===== src/hw/rtl/fxalu_pkg.sv =====
// shared types and operation codes for the q24.8 fixed-point alu
`default_nettype none
package fxalu_pkg;
  localparam logic [3:0] OP_ADD = 4'd0;
  localparam logic [3:0] OP_SUB = 4'd1;
  localparam logic [3:0] OP_MUL = 4'd2;
  localparam logic [3:0] OP_DIV = 4'd3;
  localparam logic [3:0] OP_GT  = 4'd4;
  localparam logic [3:0] OP_LT  = 4'd5;
  localparam logic [3:0] OP_GE  = 4'd6;
  localparam logic [3:0] OP_LE  = 4'd7;
  localparam logic [3:0] OP_EQ  = 4'd8;
  localparam logic [3:0] OP_NE  = 4'd9;
  localparam logic [3:0] OP_INC = 4'd10;
  localparam logic [3:0] OP_DEC = 4'd11;
  localparam logic [3:0] OP_MIN = 4'd12;
  localparam logic [3:0] OP_MAX = 4'd13;
  localparam logic [3:0] OP_FRI = 4'd14;
  localparam logic [3:0] OP_TOI = 4'd15;

  typedef struct packed {
    logic [3:0]   operation;
    logic signed [31:0] operand_a;
    logic signed [31:0] operand_b;
  } fxalu_in_t;

  typedef struct packed {
    logic signed [31:0] result_value;
    logic compare_true;
    logic overflow;
    logic divide_by_zero;
  } fxalu_out_t;

  // per-item control carried along the cell chain
  typedef struct packed {
    logic        vld;
    logic [3:0]  op;
    logic        neg;
    logic        dz;
    logic signed [31:0] res;
    logic        cmp;
    logic        ovf;
  } fxalu_ctl_t;
endpackage
`default_nettype wire


===== src/hw/rtl/fxalu_cell.sv =====
// one restoring-division step cell: shifts in one numerator bit per cycle while en is high
`default_nettype none
module fxalu_cell #(
  parameter int NW = 40
) (
  input  wire logic clk,
  input  wire logic en,
  input  wire fxalu_pkg::fxalu_ctl_t ctl_in,
  input  wire logic [NW-1:0] num_in,
  input  wire logic [NW:0]   rem_in,
  input  wire logic [31:0]   den_in,
  output fxalu_pkg::fxalu_ctl_t ctl_out,
  output logic [NW-1:0] num_out,
  output logic [NW:0]   rem_out,
  output logic [31:0]   den_out
);
  import fxalu_pkg::*;
  logic [NW:0] sh;
  logic [NW:0] diff;
  logic        ge;
  always_comb begin
    sh   = {rem_in[NW-1:0], num_in[NW-1]};
    diff = sh - {{(NW-31){1'b0}}, den_in};
    ge   = sh >= {{(NW-31){1'b0}}, den_in};
  end
  always_ff @(posedge clk) begin
    if (en) begin
      ctl_out <= ctl_in;
      den_out <= den_in;
      rem_out <= ge ? diff : sh;
      num_out <= {num_in[NW-2:0], ge};
    end
  end
endmodule
`default_nettype wire


===== config.mk =====
export PLATFORM = sky130hd
export DESIGN_NAME = fxalu_cell
export DESIGN_NICKNAME = d
export VERILOG_FILES = /design/src/hw/rtl/fxalu_pkg.sv /design/src/hw/rtl/fxalu_cell.sv
export SDC_FILE = /design/constraint.sdc
export NUM_CORES = 1
export LEC_CHECK = 0
export BUFFER_PORTS_ARGS = -buffer_cell sky130_fd_sc_hd__buf_2
export CAP_MARGIN = 20
export CORE_MARGIN = 2
export CORE_UTILIZATION = 40
export CTS_CLUSTER_SIZE = 30
export DETAILED_ROUTE_END_ITERATION = 6
export PLACE_DENSITY = 0.77
export SETUP_SLACK_MARGIN = 0.1
export SYNTH_ARGS = -nofsm -noshare
export SYNTH_HDL_FRONTEND = slang
export SYNTH_SLANG_ARGS = --single-unit

===== constraint.sdc =====
create_clock -name clk -period 5.5 [get_ports clk]
set_input_delay 0.825 -clock clk [delete_from_list [all_inputs] [get_ports clk]]
set_output_delay 0.825 -clock clk [all_outputs]
set_load 0.02 [all_outputs]

# Word level (Yosys, flattened, before mapping)
# Cells that the tools add are included.
[totals]
ff_bits = 154
in_bits = 156
output_inout_bits = 154
word_cells = 13
[classes]
add_sub_neg = 1
n_lt_le_gt_ge = 1
mux = 1
[op_table]
columns = ["op", "count"]
rows = [
  [">= comparator 41 x 32 -> 1 bit", 1],
  ["2-to-1 mux 41 bit", 1],
  ["subtractor 41 x 32 -> 41 bit", 1],
]

# Depth between registers and ports, before layout
[depth]
ltp_word = 2
mapped_depth = 13
ltp_nobuf = 12

# Worst setup path before layout
# No wires, ideal clock.
[synth_timing]
kind = "input to register"
startpoint = "input port num_in[39]"
endpoint = "register rem_out[38], data pin"
setup_time_ns = 0.267
arrival_ns = 3.086
required_ns = 5.233
setup_slack_ns = 2.146
path_stages = 12
n_path_buf = 0
path_cell_list = "inv_1 ha_1 fa_1 nand2b_1 a21oi_1 o21ai_0 a2111oi_0 nor2_1 or3_1 nand3_4 nor4_2 xor2_1"
[synth_via]
elab_chain_len = 2
word_cells_on_any_way = 3
cone_classes = "add/sub (1); order compare (1); mux (1)"
[synth_lines]
columns = ["element", "line", "text"]
rows = [
  ["from (decl)", "fxalu_cell.sv:9", "input wire logic [NW-1:0] num_in,"],
  ["subtractor 41 x 32 -> 41 bit or >= comparator 41 x 32 -> 1 bit (tied branches)", "fxalu_cell.sv:23, fxalu_cell.sv:24", ""],
  ["2-to-1 mux 41 bit *", "fxalu_cell.sv:30", "rem_out <= ge ? diff : sh;"],
  ["to (signal assigned)", "fxalu_cell.sv:30", ""],
  ["to (decl)", "fxalu_cell.sv:14", "output logic [NW:0] rem_out,"],
]
# Every way passes the cells marked *; elsewhere a longest branch is shown, timed or not.
# A chain may end at the register's enable or synchronous reset.

# Final worst setup path
[layout_timing]
startpoint = "input port num_in[39]"
endpoint = "register rem_out[40], data pin"
# The elaborated chain is that of the path after synthesis.

==> results.md <==
* Worst Hold Class: in -> reg
* Crit path max fanout at 5
* Final Cell Area at 9470 um2
* Worst-path clk slew at 70 ps
* Sequential power share at 44.7%
* Static leakage at 4.15 nW
* Die X at 138 um
* First-pass GRT wire length at 26800 um
* Most frequent cells in the layout: 307 x buf_2, 154 x edfxtp_1, 66 x a21oi_1
* Hold worst-path end: num_out[16]
* Switching part of the total at 29.1%
* Worst slew pin tran at 990 ps
* Part of the Yosys area used for sequential elements at 64.8%
* Vias in the first global route at 5124
* Multi-input gate area at 2220 um2
* Worst setup SP type: input pin
* Top Usage Layer GRT: met2
* Crit path required time at 5660 ps
* CTS buffer count at 17
* Antenna viol nets, final at 0
* Max Cap Viol at 0
* Net count, final at 1038
* Setup Viol. Count Final at 0
* #FFs+latches synth at 154
* Area after DPL at 8880 um2
* Clock network power share at 35.9%
* Int Power at 2.31 mW
* Setup TNS at 0 ps
* Gpl congestion at 0.833
* Routed vias at 5316
* IO buf count at 308
* CP arrival at 3700 ps
* Top FF cell, synth: edfxtp_1
* RSZ-0062 raised after global routing: no
* Avg Vias per Cell at 4.88
* Gr usage total at 19.0%
* P_sw at 0.950 mW
* Final hold violations at 0
* Setup crit end kind: flop
* Root Buffer Master: clkbuf_16
* Rel. slew slack at 34.0%
* Layout cells sized above 1 at 42.2%
* Clk buf depth at 2
* # H-tree levels at 4
* # DRC at 0
* Fmax at 0.282 GHz
* Met2 Use GR at 34.3%
* Crit path time final at 3540 ps
* Worst VDD drop at 0.217 mV
* Num rows at 48
* Syn Area/Cell at 13.2 um2
* Crit share post-route at 64.4%
* First-pass detailed-route iteration total at 6
* M1 GR Usage at 20.4%
* Combinational power share at 19.4%
* CTS Hold Bufs at 0
* PD cells at 344 nW/um2
* Post-synth top area share at 64.8%
* Area grow syn2layout at 32.8%
* Ports at 310
* Ys async rst share at 0%
* Crit-path slowest cell: a2111oi_0
* Final WL at 18900 um
* Core area at 17400 um2
* Filler cell count at 1458
* Largest net degree at the start of global routing at 107
* Post-CTS Setup Bufs at 0
* Initial antenna violation count at 2
* Register area at 4620 um2
* Crit-path cells: buf_2, inv_1, ha_1, fa_1, nand2b_1, a21oi_1, o21ai_0, a2111oi_0, nor2_1, or3_1, nand3_4, nor4_2, xor2_1
* Synth unique cells at 56
* Post-cts resize count at 0
* 1st-iter DRT viols at 284
* Commonest non-fill, non-tap cell in the layout: buf_2
* Largest area contributor in the netlist: edfxtp_1
* Run status: finished clean
* Die H at 138 um
* Clock sink count at 154
* Post-detail-place hpwl at 14700 um
* GRT overflow at 0
* CTS tree: yes
* Max-slew violation count at 0
* CP peak stage delay at 520 ps
* GR Layer Usage met3 at 6.48%
* Syn Nets at 728
* Post-synth EDFFs at 154
* Yosys warns at 0
* Worst hold path depth at 1
* Crit path kind: in -> reg
* Initial core utilization at 41.1%
* Worst hold start: num_in[15]
* DIE AREA at 18900 um2
* Cell Area, Synth at 7130 um2
* Synth area leaders: edfxtp_1 65%, ha_1 5.6%, a21oi_1 4.6%
* Post-DR wirelength/cell at 17.3 um
* Cells after Synth at 539
## state kept, by name, indices dropped and copies added (netlist names)
name	flops
den_out	32
num_out	40
rem_out	41
ctl_out	41
## metal layers
| layer | part of all wire (%) | wire length (um) |
|---|---|---|
| met5 | 0 | 0 |
| met4 | 2.2 | 424 |
| met3 | 8.4 | 1590 |
| met2 | 52 | 9860 |
| met1 | 37 | 6980 |
## worst max path at each step
stage / cells after the start / startpoint / slack (ps) / endpoint
floorplan: 12 / num_in[39] / 2150 / rem_out[38]
global placement: 13 / num_in[39] / 1480 / rem_out[36]
detailed placement: 13 / num_in[39] / 1460 / rem_out[38]
CTS: 13 / num_in[39] / 1890 / rem_out[38]
global route: 13 / num_in[39] / 1760 / rem_out[36]
finish: 13 / num_in[39] / 1960 / rem_out[40]
## cells in the mapped netlist, types with 8 or more instances
master,instances
edfxtp_1,154
a21oi_1,66
inv_1,45
nor2_1,41
ha_1,32
xnor2_1,26
nand2_1,22
o21ai_0,17
xor2_1,12
buf_2,10
nand3_1,9
nand4_1,8
o21bai_1,8
## area by class of cell
cell class                      instances  area share, %
Timing Repair Buffer                  311           16.7
Clock buffer                           18           4.53
Antenna cell                            2         0.0529
Sequential cell                       154           48.8
Tap cell                              225           2.97
Clock inverter                         14           1.64
Inverter                               45           1.78
Multi-Input combinational cell        320           23.5
## cells by family after synthesis
group                      Yosys count  synth area share (%)
muxes                                5                 0.842
AOI/OAI and AO/OA                  127                  11.0
adders and majority gates           33                  5.89
and+or+nand+nor                    117                  8.70
DFF                                154                  64.8
buffers and inverters               65                  4.02
xor gates and xnor gates            38                  4.67
## power groups by stage
| stage | clock, mW | combinational, mW | sequential (mW) |
|---|---|---|---|
| final | 1.17 | 0.632 | 1.46 |
| after global routing | 1.24 | 0.684 | 1.47 |
| after CTS | 1.19 | 0.636 | 1.46 |
| after detailed placement | 0 | 0.633 | 1.48 |
| after global placement | 0 | 0.623 | 1.48 |
| after floorplan | 0 | 0.228 | 1.64 |
## critical path, delay by kind of cell
kind	cells	cell delay [ps]
AOI/OAI and AO/OA	3	980
buffers and inverters	2	130
and+or+nand+nor	5	1010
adders and majority gates	2	610
xor gates and xnor gates	1	140
## per-stage QoR
| stage | setup slack [ps] | hold slack, ps | total power, mW | util (%) | instances |
|---|---|---|---|---|---|
| CTS | 1890 | 560 | 3.28 | 54.5 | 1087 |
| global route | 1760 | 554 | 3.39 | 54.6 | 1089 |
| finish | 1960 | 576 | 3.26 | 54.6 | 1089 |
| detailed placement | 1460 | 1000 | 2.12 | 51.2 | 1055 |
| global placement | 1480 | 1000 | 2.10 | 51.2 | 1055 |
| floorplan | 2150 | 924 | 1.86 | - | 539 |
Power figures use the tool's default switching activity.
